`src/hw/rtl/sck_pkg.sv`:
```
`timescale 1ns / 1ps
`default_nettype none
// ----------------------------------------------------------------------------
// sck_pkg
// Shared types, constants and tables for the slider-crank kinematics unit.
// ----------------------------------------------------------------------------
package sck_pkg;

    localparam int NUM_PISTONS_DEF = 3;
    localparam int CORDIC_STEPS    = 16;

    // ceil(2^72 / 234375): phase step = floor(rpm * us * PHASE_RCP / 2^48)
    localparam logic [54:0] PHASE_RCP   = 55'd20148763660243820;
    localparam logic [31:0] CORDIC_GAIN = 32'd652032874;

    localparam logic [2:0] REG_RPM    = 3'd0;
    localparam logic [2:0] REG_RADIUS = 3'd1;
    localparam logic [2:0] REG_ROD    = 3'd2;
    localparam logic [2:0] REG_CX     = 3'd3;
    localparam logic [2:0] REG_CY     = 3'd4;

    typedef enum logic [4:0] {
        S_IDLE, S_MUL_T, S_RCP_LO, S_RCP_HI, S_PHASE, S_ROT_INIT, S_ROT,
        S_MUL_S, S_MUL_C, S_MUL_L, S_MUL_R, S_RAD, S_SQRT, S_VEC_INIT,
        S_VEC, S_EMIT
    } sck_state_t;

    typedef enum logic [4:0] {
        OP_NONE, OP_LOAD, OP_MUL_T, OP_RCP_LO, OP_RCP_HI, OP_PHASE,
        OP_ROT_INIT, OP_ROT_STEP, OP_MUL_S, OP_MUL_C, OP_MUL_L, OP_MUL_R,
        OP_RAD, OP_SQRT_STEP, OP_VEC_INIT, OP_VEC_STEP, OP_EMIT
    } sck_op_t;

    typedef struct packed {
        sck_op_t    op;
        logic [3:0] step;
        logic [2:0] piston;
        logic       last;
    } sck_cmd_t;

    typedef struct packed {
        logic out_free;
    } sck_sts_t;

    function automatic logic [31:0] atan_q32(input logic [3:0] i);
        logic [31:0] v;
        unique case (i)
            4'd0:  v = 32'd536870912;
            4'd1:  v = 32'd316933406;
            4'd2:  v = 32'd167458907;
            4'd3:  v = 32'd85004756;
            4'd4:  v = 32'd42667331;
            4'd5:  v = 32'd21354465;
            4'd6:  v = 32'd10679838;
            4'd7:  v = 32'd5340245;
            4'd8:  v = 32'd2670163;
            4'd9:  v = 32'd1335087;
            4'd10: v = 32'd667544;
            4'd11: v = 32'd333772;
            4'd12: v = 32'd166886;
            4'd13: v = 32'd83443;
            4'd14: v = 32'd41722;
            4'd15: v = 32'd20861;
            default: v = 32'd0;
        endcase
        return v;
    endfunction

    function automatic logic [15:0] sat16(input logic signed [19:0] v);
        logic [15:0] r;
        if (v > 20'sd32767) begin
            r = 16'h7FFF;
        end else if (v < -20'sd32768) begin
            r = 16'h8000;
        end else begin
            r = v[15:0];
        end
        return r;
    endfunction

endpackage
`default_nettype wire

```
`src/hw/rtl/sck_ctrl.sv`:
```
`timescale 1ns / 1ps
`default_nettype none
// ----------------------------------------------------------------------------
// sck_ctrl
// Sequencer: steps the datapath through phase update and per-piston math.
// ----------------------------------------------------------------------------
module sck_ctrl #(
    parameter int NUM_PISTONS = sck_pkg::NUM_PISTONS_DEF
) (
    input  wire logic       aclk,
    input  wire logic       aresetn,
    input  wire logic       s_valid,
    output logic            s_ready,
    input  wire sck_pkg::sck_sts_t sts,
    output sck_pkg::sck_cmd_t cmd
);

    sck_pkg::sck_state_t state_reg, state_next;
    logic [3:0] step_reg, step_next;
    logic [2:0] piston_reg, piston_next;
    logic       last;
    logic       step_end16;

    assign last       = (piston_reg == 3'(NUM_PISTONS - 1));
    assign step_end16 = (step_reg == 4'(sck_pkg::CORDIC_STEPS - 1));

    always_ff @(posedge aclk) begin
        if (!aresetn) begin
            state_reg  <= sck_pkg::S_IDLE;
            step_reg   <= '0;
            piston_reg <= '0;
        end else begin
            state_reg  <= state_next;
            step_reg   <= step_next;
            piston_reg <= piston_next;
        end
    end

    always_comb begin
        state_next  = state_reg;
        step_next   = '0;
        piston_next = piston_reg;
        unique case (state_reg)
            sck_pkg::S_IDLE: begin
                piston_next = '0;
                if (s_valid) state_next = sck_pkg::S_MUL_T;
            end
            sck_pkg::S_MUL_T:    state_next = sck_pkg::S_RCP_LO;
            sck_pkg::S_RCP_LO:   state_next = sck_pkg::S_RCP_HI;
            sck_pkg::S_RCP_HI:   state_next = sck_pkg::S_PHASE;
            sck_pkg::S_PHASE:    state_next = sck_pkg::S_ROT_INIT;
            sck_pkg::S_ROT_INIT: state_next = sck_pkg::S_ROT;
            sck_pkg::S_ROT: begin
                if (step_end16) state_next = sck_pkg::S_MUL_S;
                else step_next = step_reg + 4'd1;
            end
            sck_pkg::S_MUL_S: state_next = sck_pkg::S_MUL_C;
            sck_pkg::S_MUL_C: state_next = sck_pkg::S_MUL_L;
            sck_pkg::S_MUL_L: state_next = sck_pkg::S_MUL_R;
            sck_pkg::S_MUL_R: state_next = sck_pkg::S_RAD;
            sck_pkg::S_RAD:   state_next = sck_pkg::S_SQRT;
            sck_pkg::S_SQRT: begin
                if (step_end16) state_next = sck_pkg::S_VEC_INIT;
                else step_next = step_reg + 4'd1;
            end
            sck_pkg::S_VEC_INIT: state_next = sck_pkg::S_VEC;
            sck_pkg::S_VEC: begin
                if (step_end16) state_next = sck_pkg::S_EMIT;
                else step_next = step_reg + 4'd1;
            end
            sck_pkg::S_EMIT: begin
                if (sts.out_free) begin
                    if (last) begin
                        state_next = sck_pkg::S_IDLE;
                    end else begin
                        piston_next = piston_reg + 3'd1;
                        state_next  = sck_pkg::S_ROT_INIT;
                    end
                end
            end
            default: state_next = sck_pkg::S_IDLE;
        endcase
    end

    always_comb begin
        s_ready    = (state_reg == sck_pkg::S_IDLE);
        cmd.step   = step_reg;
        cmd.piston = piston_reg;
        cmd.last   = last;
        unique case (state_reg)
            sck_pkg::S_IDLE:     cmd.op = s_valid ? sck_pkg::OP_LOAD : sck_pkg::OP_NONE;
            sck_pkg::S_MUL_T:    cmd.op = sck_pkg::OP_MUL_T;
            sck_pkg::S_RCP_LO:   cmd.op = sck_pkg::OP_RCP_LO;
            sck_pkg::S_RCP_HI:   cmd.op = sck_pkg::OP_RCP_HI;
            sck_pkg::S_PHASE:    cmd.op = sck_pkg::OP_PHASE;
            sck_pkg::S_ROT_INIT: cmd.op = sck_pkg::OP_ROT_INIT;
            sck_pkg::S_ROT:      cmd.op = sck_pkg::OP_ROT_STEP;
            sck_pkg::S_MUL_S:    cmd.op = sck_pkg::OP_MUL_S;
            sck_pkg::S_MUL_C:    cmd.op = sck_pkg::OP_MUL_C;
            sck_pkg::S_MUL_L:    cmd.op = sck_pkg::OP_MUL_L;
            sck_pkg::S_MUL_R:    cmd.op = sck_pkg::OP_MUL_R;
            sck_pkg::S_RAD:      cmd.op = sck_pkg::OP_RAD;
            sck_pkg::S_SQRT:     cmd.op = sck_pkg::OP_SQRT_STEP;
            sck_pkg::S_VEC_INIT: cmd.op = sck_pkg::OP_VEC_INIT;
            sck_pkg::S_VEC:      cmd.op = sck_pkg::OP_VEC_STEP;
            sck_pkg::S_EMIT:     cmd.op = sck_pkg::OP_EMIT;
            default:             cmd.op = sck_pkg::OP_NONE;
        endcase
    end

`ifndef SYNTHESIS
    a_accept_starts: assert property (@(posedge aclk) disable iff (!aresetn)
        (s_valid && s_ready) |=> (state_reg == sck_pkg::S_MUL_T))
        else $error("accepted item did not start the multiply");
    a_phase_seq: assert property (@(posedge aclk) disable iff (!aresetn)
        (state_reg == sck_pkg::S_RCP_HI) |=> (state_reg == sck_pkg::S_PHASE))
        else $error("phase step sequence wrong");
    a_last_idle: assert property (@(posedge aclk) disable iff (!aresetn)
        (state_reg == sck_pkg::S_EMIT && last && sts.out_free)
        |=> (state_reg == sck_pkg::S_IDLE && piston_reg == 3'(NUM_PISTONS - 1)))
        else $error("last piston did not end the tick");
`endif

endmodule
`default_nettype wire

```
`config.mk`:
```
export PLATFORM = sky130hd
export DESIGN_NAME = sck_ctrl
export DESIGN_NICKNAME = d
export VERILOG_FILES = /design/src/hw/rtl/sck_pkg.sv /design/src/hw/rtl/sck_ctrl.sv
export SDC_FILE = /design/constraint.sdc
export NUM_CORES = 1
export LEC_CHECK = 0
export BUFFER_PORTS_ARGS = -buffer_cell sky130_fd_sc_hd__buf_4
export CAP_MARGIN = 20
export CORE_AREA = 2 2 41 43
export CTS_CLUSTER_SIZE = 25
export DETAILED_ROUTE_END_ITERATION = 8
export DIE_AREA = 0 0 43 45
export PLACE_DENSITY = 0.77
export SLEW_MARGIN = 20
export SYNTH_ARGS = -nofsm -noshare
export SYNTH_HDL_FRONTEND = slang
export SYNTH_SLANG_ARGS = --single-unit
export TNS_END_PERCENT = 10
```
`constraint.sdc`:
```
create_clock -name aclk -period 2.07 [get_ports aclk]
set_clock_uncertainty 0.05 [all_clocks]
set_input_delay 0.5175 -clock aclk [delete_from_list [all_inputs] [get_ports aclk]]
set_output_delay 0.5175 -clock aclk [all_outputs]
set_load 0.1 [all_outputs]
```
==> results.sh, run 1 <==
export IMPL_status="complete, no violations"
export IMPL_ff2ff_path_depth=4
export IMPL_crit_chain="nor4_4 -> buf_4"
export IMPL_die_w_um=43
export IMPL_max_freq_mhz=503
export IMPL_crit_path_top_delay_cell="nor4_4"
export IMPL_cts_buffers=3
export IMPL_drive_gt1_share_pct=39.8
export IMPL_placed_area_um2=748
export IMPL_synth_main_ff_cell="dfxtp_1"
export IMPL_fin_area_um2=790
export IMPL_htree_levels=1
export IMPL_yosysSeqAreaShare_pct=35.1
export IMPL_cap_violations=0
export IMPL_first_global_vias=483
export IMPL_dp_final_hpwl_um=997
export IMPL_holdPathEnd="state_reg[3]$_SDFFE_PN0P_"
export IMPL_netlist_instances=72
export IMPL_tightest_slew_ps=401
export IMPL_crit_family="simple AND/OR/NAND/NOR gates"
export IMPL_vias_per_cell=5.33
export IMPL_finalSetupTns_ps=0
export IMPL_worstPathMaxFanout=6
export IMPL_vias=554
export IMPL_area_growth_pct=25.7
export IMPL_hold_viol_final=0
export IMPL_clock_latency_ps=270
export IMPL_ant_nets=0
export IMPL_synth_edf_count=0
export IMPL_period_minus_slack_ps=1990
export IMPL_r2r_start="state_reg[2]$_SDFFE_PN0P_"
export IMPL_synth_largest_area_cell="dfxtp_1"
export IMPL_reg2reg_to="piston_reg[2]$_SDFFE_PN0P_"
export IMPL_cp_num_buf_inv=1
export IMPL_synthArstFlopShare_pct=0
export IMPL_yosysTopAreaCellShare_pct=35.1
export IMPL_cp_required_ps=1500
export IMPL_drt_iter0_markers=7
export IMPL_regArea_um2=224
export IMPL_synth_cell_types=30
export IMPL_worstHoldStart="sts"
export IMPL_design_die_area_um2=1940
export IMPL_wire_per_inst_um=12.6
export IMPL_numPortBuffers=17
export IMPL_whs_ps=389
export IMPL_synth_area_top_cells="dfxtp_1, ha_1, xnor2_1"
export IMPL_start_util_pct=42.7
export IMPL_antenna_cells=0
export IMPL_crit_arrival_ps=1420
export IMPL_core_area_um2=1470
export IMPL_track_usage_pct=14.0
export IMPL_dr_pass1_iters=4
export IMPL_dp_worst_setup_slack_ps=259
export IMPL_startpoint_type="flip-flop"
export IMPL_max_stage_delay_ps=400
export IMPL_hold_depth=2
export IMPL_fill_cells=134
export IMPL_syn_nets=79
export IMPL_syn_area_um2=628
export IMPL_overflow=0
export IMPL_reg2reg_slack_ps=450
export IMPL_cts_setup_buffers=0
export IMPL_hold_buffers=0
export IMPL_grt_max_degree=10
export IMPL_placementRows=14
export IMPL_cts_root_buf="clkbuf_4"
export IMPL_clk_path_buf_depth=2
export IMPL_cts_sinks=11
export IMPL_cts_tree="built"
export IMPL_rsz0062_at_grt="no"
export IMPL_place_congestion=0.742
export IMPL_crit_type="reg2out"
export IMPL_nets=96
export IMPL_clk_pin_slew_ps=70
export IMPL_synth_seq_cells=11
export IMPL_maxSlewHeadroom_pct=72.9
export IMPL_antenna_found_initial=0
export IMPL_peakVddDrop_mv=0.323
export IMPL_die_y_um=45
export IMPL_setup_viol=0
export IMPL_slew_viol_final=0
export IMPL_wirelength_um=1310
export IMPL_io_pins=18
export IMPL_p_per_area_nw_per_um2=715
export IMPL_multi_input_area_um2=353
export IMPL_grt_pass1_wl_um=1990
export IMPL_p_leak_nw=0.346
export IMPL_cp_end_kind="output pin"
export IMPL_drc=0
export IMPL_yosys_warnings=0
export IMPL_synth_area_per_cell_um2=8.72
export IMPL_final_setup_worst_slack_ps=81.6
export IMPL_hold_class="in2reg"
export IMPL_finalCritPeriodShare_pct=96.1
[cells by family (layout without fill, tap and decap cells)]
group | after synthesis | in the layout | synth area share (%)
buffers and inverters | 12 | 28 | 11.4
adders and majority gates | 3 | 3 | 5.98
and+or+nand+nor | 23 | 23 | 20.7
xor gates and xnor gates | 5 | 5 | 6.97
AOI/OAI and AO/OA | 18 | 18 | 19.9
DFF | 11 | 11 | 35.1
[metal layers]
metal | vias up | GRT usage [%] | share of wire, %
li1 | 284 | - | -
met1 | 245 | 17.6 | 44
met2 | 23 | 22.4 | 47
met3 | 2 | 6.00 | 8.1
met4 | 0 | 3.64 | 0.61
met5 | - | 0 | 0
[through the flow]
step,std cells,util (%),total power [mW]
after floorplan,72,-,0.390
after global placement,100,50.9,0.415
after detailed placement,100,50.9,0.417
after CTS,104,53.1,0.567
after global routing,104,53.7,0.585
final,104,53.7,0.565
[cells in the mapped netlist (2+ instances only)]
library cell and n:
nor3_1 2, ha_1 3, xor2_1 2, xnor2_1 3
nand3_1 2, dfxtp_1 11, a21oi_1 3, buf_4 3
a31oi_1 3, nor2_1 6, clkbuf_1 2, inv_1 5
a211oi_1 3, o21ai_0 2, nand2_1 6, buf_6 2
[repair_timing]
| item | CTS | global route |
|---|---|---|
| cloned | 0 | 0 |
| gates resized for setup | 2 | 4 |
| setup endpoints to repair | 2 | 3 |
[worst max-delay path by stage]
| stage | start | endpoint | cells after the start |
|---|---|---|---|
| 2_1_floorplan | state_reg[0]$_SDFFE_PN0P_ | cmd[10] | 3 |
| 3_3_place_gp | state_reg[1]$_SDFFE_PN0P_ | cmd[12] | 2 |
| 3_5_place_dp | state_reg[1]$_SDFFE_PN0P_ | cmd[12] | 2 |
| 4_1_cts | state_reg[3]$_SDFFE_PN0P_ | cmd[8] | 4 |
| 5_1_grt | piston_reg[0]$_SDFFE_PN0P_ | cmd[0] | 5 |
| 6_report | state_reg[0]$_SDFFE_PN0P_ | s_ready | 2 |
[layout make-up]
| cell class | instances | share of cell area (%) |
|---|---|---|
| Inverter | 5 | 2.38 |
| Tap cell | 16 | 2.54 |
| Clock inverter | 1 | 0.634 |
| Timing Repair Buffer | 19 | 18.5 |
| Sequential cell | 11 | 28.4 |
| Clock buffer | 3 | 2.85 |
| Multi-Input combinational cell | 49 | 44.7 |
[placed cells by master, fill, tap and decap left out]
cell type and count:
a211oi_1 3, nor4_4 1, clkbuf_4 3, nand4b_1 1, inv_1 5, o41ai_1 1
o21ai_0 2, and4_2 1, a31oi_1 3, a31o_2 1, a21oi_1 3, nor3_2 1
ha_1 3, or2_2 1, nand3_1 2, or3_1 1, a21bo_2 1, buf_6 1
buf_4 18, nor3_1 1, o32ai_1 1, nand2b_1 1, xnor2_2 1, nor2_2 1
o22ai_1 1, nand3b_1 1, nor2_1 5, xor2_1 2, clkinv_2 1, a21oi_2 1
dfxtp_1 8, dfxtp_2 3, nand2_1 6, xnor2_1 2, o211ai_1 1
[power by group]
group,total [mW],switching (mW),internal [mW]
clock,0.150,0.0781,0.0716
sequential,0.232,0.0137,0.218
combinational,0.183,0.137,0.0462
Power figures use the tool's default switching activity.
==> inputs of run 2 (changes only) <==
--- a/config.mk
+++ b/config.mk
@@ -11,7 +11,7 @@
 export CTS_CLUSTER_SIZE = 25
 export DETAILED_ROUTE_END_ITERATION = 8
 export DIE_AREA = 0 0 43 45
-export PLACE_DENSITY = 0.77
+export PLACE_DENSITY = 0.67
 export SLEW_MARGIN = 20
 export SYNTH_ARGS = -nofsm -noshare
 export SYNTH_HDL_FRONTEND = slang
==> results.sh, run 2 (synthesis gave the netlist of run 1 again) <==
export IMPL_numPortBuffers=17
export IMPL_p_int_mw=0.338
export IMPL_worstPathMaxFanout=7
export IMPL_finalSetupTns_ps=0
export IMPL_place_inst=99
export IMPL_p_switching_mw=0.221
export IMPL_hold_viol_final=0
export IMPL_track_usage_pct=14.1
export IMPL_io_pins=18
export IMPL_htree_levels=1
export IMPL_max_freq_mhz=506
export IMPL_p_seq_share_pct=42.4
export IMPL_status="complete, no violations"
export IMPL_grt_pass1_wl_um=2040
export IMPL_clkPwrFrac_pct=25.9
export IMPL_setup_viol=0
export IMPL_cts_buffers=3
export IMPL_peakVddDrop_mv=0.359
export IMPL_cp_end_kind="output pin"
export IMPL_slew_viol_final=0
export IMPL_p_leak_nw=0.338
export IMPL_period_minus_slack_ps=1980
export IMPL_clock_latency_ps=270
export IMPL_wirelength_um=1230
export IMPL_final_common_cell="buf_4"
export IMPL_die_y_um=45
export IMPL_clk_path_buf_depth=2
export IMPL_dp_final_hpwl_um=898
export IMPL_reg2reg_slack_ps=450
export IMPL_reg2reg_to="piston_reg[2]$_SDFFE_PN0P_"
export IMPL_holdPathEnd="state_reg[3]$_SDFFE_PN0P_"
export IMPL_pwr_share_comb_pct=31.8
export IMPL_placed_area_um2=741
export IMPL_cts_root_buf="clkbuf_4"
export IMPL_drt_iter0_markers=9
export IMPL_crit_arrival_ps=1410
export IMPL_overflow=0
export IMPL_ff2ff_path_depth=4
export IMPL_crit_type="reg2out"
export IMPL_core_area_um2=1470
export IMPL_fill_cells=142
export IMPL_tightest_slew_ps=481
export IMPL_cts_setup_buffers=0
export IMPL_antenna_found_initial=0
export IMPL_r2r_start="state_reg[0]$_SDFFE_PN0P_"
export IMPL_cp_required_ps=1500
export IMPL_worstHoldStart="sts"
export IMPL_area_growth_pct=24.1
export IMPL_first_global_vias=467
export IMPL_finalCritPeriodShare_pct=95.4
export IMPL_grt_max_degree=14
export IMPL_mostFrequentLayoutCells="buf_4, dfxtp_1, nand2_1, inv_1, nor2_1"
export IMPL_p_per_area_nw_per_um2=717
export IMPL_ant_nets=0
export IMPL_clk_pin_slew_ps=70
export IMPL_sw_frac_of_total_pct=39.5
export IMPL_place_congestion=0.762
export IMPL_drive_gt1_share_pct=36.8
export IMPL_maxSlewHeadroom_pct=67.5
export IMPL_drc=0
export IMPL_rsz0062_at_grt="no"
export IMPL_nets=95
export IMPL_hold_class="in2reg"
export IMPL_wire_per_inst_um=12.0
export IMPL_cap_violations=0
export IMPL_cts_sinks=11
export IMPL_start_util_pct=42.7
export IMPL_startpoint_type="flip-flop"
export IMPL_dr_pass1_iters=4
export IMPL_design_die_area_um2=1940
export IMPL_die_w_um=43
export IMPL_hold_depth=2
export IMPL_placementRows=14
export IMPL_antenna_cells=0
export IMPL_fin_area_um2=779
export IMPL_cts_tree="built"
export IMPL_vias=547
export IMPL_vias_per_cell=5.31
export IMPL_fin_cells=103
==> run 2: layer usage <==
layer	track usage (%)	vias to the layer above	routed length, um
met5	0	-	0
met4	3.64	0	0
met3	6.40	0	67
met2	21.5	15	560
met1	18.2	249	605
li1	-	283	-
==> run 2: stage by stage <==
stage / hold slack, ps / total power, mW / setup slack (ps) / util [%]
floorplan: 535 / 0.390 / -257 / -
global placement: 403 / 0.412 / 213 / 50.3
detailed placement: 409 / 0.413 / 187 / 50.3
CTS: 394 / 0.562 / 3.17 / 52.6
global route: 403 / 0.584 / 30.9 / 53.0
finish: 395 / 0.559 / 94.2 / 53.0
==> run 2: layout make-up <==
| class | count | area, um^2 | share of cell area (%) |
|---|---|---|---|
| multi-input cells | 49 | 347 | 44.5 |
| flip-flops and latches | 11 | 225 | 28.9 |
| repair buffers | 18 | 143 | 18.3 |
| clock buffers | 4 | 26.3 | 3.37 |
| well taps | 16 | 20.0 | 2.57 |
| inverters | 5 | 18.8 | 2.41 |
==> run 2: power by group through the flow <==
stage	clock network, mW	logic (mW)	registers, mW
CTS	0.151	0.175	0.236
finish	0.145	0.178	0.237
global route	0.161	0.185	0.238
floorplan	0	0.164	0.227
detailed placement	0	0.174	0.239
global placement	0	0.173	0.239
==> run 2: timing repair <==
item | in CTS | in global routing
hold buffers | 0 | 0
gates cloned | 0 | 0
gates resized for setup | 3 | 3
endpoints found under the setup margin | 4 | 3
hold endpoints to repair | 0 | 0
==> run 2: worst max-delay path by stage <==
| stage | from | to | slack, ps | cells past startpoint |
|---|---|---|---|---|
| floorplan | state_reg[0]$_SDFFE_PN0P_ | cmd[10] | -260 | 3 |
| global placement | state_reg[0]$_SDFFE_PN0P_ | cmd[12] | 210 | 2 |
| detailed placement | state_reg[0]$_SDFFE_PN0P_ | cmd[12] | 190 | 2 |
| CTS | state_reg[3]$_SDFFE_PN0P_ | cmd[8] | 3 | 4 |
| global route | state_reg[3]$_SDFFE_PN0P_ | cmd[8] | 30 | 4 |
| finish | state_reg[3]$_SDFFE_PN0P_ | cmd[8] | 90 | 4 |
==> run 2: critical path, cell delays in order (launching register included) <==
cell and delay, ps:
dfxtp_2 370, or2_2 340, nor3_1 180, nor2_2 60
buf_6 190
==> inputs of run 3 (changes only) <==
--- a/config.mk
+++ b/config.mk
@@ -11,7 +11,7 @@
 export CTS_CLUSTER_SIZE = 25
 export DETAILED_ROUTE_END_ITERATION = 8
 export DIE_AREA = 0 0 43 45
-export PLACE_DENSITY = 0.67
+export PLACE_DENSITY = 0.65
 export SLEW_MARGIN = 20
 export SYNTH_ARGS = -nofsm -noshare
 export SYNTH_HDL_FRONTEND = slang
==> results.sh, run 3 (synthesis gave the netlist of run 1 again) <==
export IMPL_clk_pin_slew_ps=70
export IMPL_fin_area_um2=790
export IMPL_status="complete, no violations"
export IMPL_first_global_vias=443
export IMPL_nets=96
export IMPL_period_minus_slack_ps=1990
export IMPL_drive_gt1_share_pct=39.8
export IMPL_clk_path_buf_depth=2
export IMPL_startpoint_type="flip-flop"
export IMPL_track_usage_pct=14.2
export IMPL_overflow=0
export IMPL_sw_frac_of_total_pct=40.5
export IMPL_setup_viol=0
export IMPL_clock_latency_ps=270
export IMPL_core_area_um2=1470
export IMPL_dp_final_hpwl_um=913
export IMPL_worstPathMaxFanout=7
export IMPL_ff2ff_path_depth=4
export IMPL_placed_area_um2=748
export IMPL_whs_ps=386
export IMPL_fin_cells=104
export IMPL_cts_sinks=11
export IMPL_vias_per_cell=5.21
export IMPL_wire_per_inst_um=11.5
export IMPL_cp_end_kind="output pin"
export IMPL_die_w_um=43
export IMPL_drt_iter0_markers=11
export IMPL_finalSetupTns_ps=0
export IMPL_crit_path_top_delay_cell="nor4_4"
export IMPL_hold_buffers=0
export IMPL_pwr_share_comb_pct=32.2
export IMPL_max_stage_delay_ps=400
export IMPL_dp_worst_setup_slack_ps=273
export IMPL_holdPathEnd="state_reg[3]$_SDFFE_PN0P_"
export IMPL_antenna_found_initial=0
export IMPL_fill_cells=153
export IMPL_p_per_area_nw_per_um2=714
export IMPL_wirelength_um=1190
export IMPL_vias=542
export IMPL_crit_arrival_ps=1420
export IMPL_cts_buffers=3
export IMPL_crit_family="simple AND/OR/NAND/NOR gates"
export IMPL_p_switching_mw=0.228
export IMPL_mostFrequentLayoutCells="buf_4, dfxtp_1, nand2_1, inv_1, nor2_1"
export IMPL_final_setup_worst_slack_ps=78.2
export IMPL_dr_pass1_iters=3
export IMPL_ant_nets=0
export IMPL_cp_required_ps=1500
export IMPL_tightest_slew_ps=403
export IMPL_p_seq_share_pct=41.1
export IMPL_p_int_mw=0.336
export IMPL_die_y_um=45
export IMPL_cap_violations=0
export IMPL_area_growth_pct=25.7
export IMPL_hold_viol_final=0
export IMPL_placementRows=14
export IMPL_io_pins=18
export IMPL_peakVddDrop_mv=0.399
export IMPL_worstHoldStart="sts"
export IMPL_hold_depth=2
export IMPL_antenna_cells=0
export IMPL_design_die_area_um2=1940
export IMPL_hold_class="in2reg"
export IMPL_reg2reg_slack_ps=470
export IMPL_grt_pass1_wl_um=1930
export IMPL_rsz0062_at_grt="no"
export IMPL_r2r_start="state_reg[0]$_SDFFE_PN0P_"
export IMPL_maxSlewHeadroom_pct=72.8
export IMPL_drc=0
export IMPL_final_common_cell="buf_4"
export IMPL_cts_setup_buffers=0
export IMPL_place_congestion=0.747
export IMPL_finalCritPeriodShare_pct=96.2
export IMPL_clkPwrFrac_pct=26.8
export IMPL_p_leak_nw=0.346
export IMPL_place_inst=100
export IMPL_cts_tree="built"
export IMPL_slew_viol_final=0
export IMPL_cts_root_buf="clkbuf_4"
export IMPL_crit_type="reg2out"
export IMPL_grt_max_degree=10
export IMPL_htree_levels=1
export IMPL_reg2reg_to="piston_reg[2]$_SDFFE_PN0P_"
export IMPL_crit_chain="nor4_4 -> buf_4"
export IMPL_max_freq_mhz=502
export IMPL_numPortBuffers=17
export IMPL_cp_num_buf_inv=1
export IMPL_start_util_pct=42.7
run 3: layer usage:
| layer | track usage, % | wire length, um | share of wire (%) | vias to the layer above |
|---|---|---|---|---|
| met5 | 0 | 0 | 0 | - |
| met3 | 8.40 | 71 | 6.0 | 2 |
| met4 | 9.09 | 15 | 1.3 | 0 |
| met1 | 16.5 | 588 | 49 | 240 |
| met2 | 19.7 | 518 | 43 | 13 |
| li1 | - | - | - | 287 |
run 3: worst max path at each step:
stage                              startpoint       to  slack (ps)  cells past startpoint
floorplan           state_reg[0]$_SDFFE_PN0P_  cmd[10]        -260                      3
global placement    state_reg[1]$_SDFFE_PN0P_  cmd[12]         300                      2
detailed placement  state_reg[1]$_SDFFE_PN0P_  cmd[12]         270                      2
CTS                 state_reg[2]$_SDFFE_PN0P_  cmd[12]          20                      2
global route        state_reg[0]$_SDFFE_PN0P_  s_ready           1                      2
finish              state_reg[0]$_SDFFE_PN0P_  s_ready          80                      2
run 3: worst register-to-register path, stage by stage, from the launching register on:
cell and delay [ps]:
dfxtp_1 390, and4_2 300, a21bo_2 230, or3_1 340
a211oi_1 210
run 3: through the flow:
step                      util (%)  power (mW)
final                         53.7       0.564
after global routing          53.7       0.600
after CTS                     53.1       0.572
after detailed placement      50.9       0.416
after global placement        50.9       0.415
after floorplan                  -       0.390
run 3: area by class of cell:
cell class / instances / area, um^2 / share of cell area (%)
flip-flops and latches: 11 / 224 / 28.4
repair buffers: 19 / 146 / 18.5
clock inverters: 1 / 5.00 / 0.634
multi-input cells: 49 / 353 / 44.7
inverters: 5 / 18.8 / 2.38
well taps: 16 / 20.0 / 2.54
clock buffers: 3 / 22.5 / 2.85
run 3: power groups by stage:
stage | Combinational (mW) | Clock, mW | Sequential (mW)
after floorplan | 0.164 | 0 | 0.227
after global placement | 0.180 | 0 | 0.235
after detailed placement | 0.180 | 0 | 0.235
after CTS | 0.181 | 0.160 | 0.231
after global routing | 0.189 | 0.178 | 0.233
final | 0.181 | 0.151 | 0.232
run 3: timing repair:
item | CTS | global route
gates cloned | 0 | 0
gates resized for setup | 3 | 3
setup endpoints to repair | 2 | 3
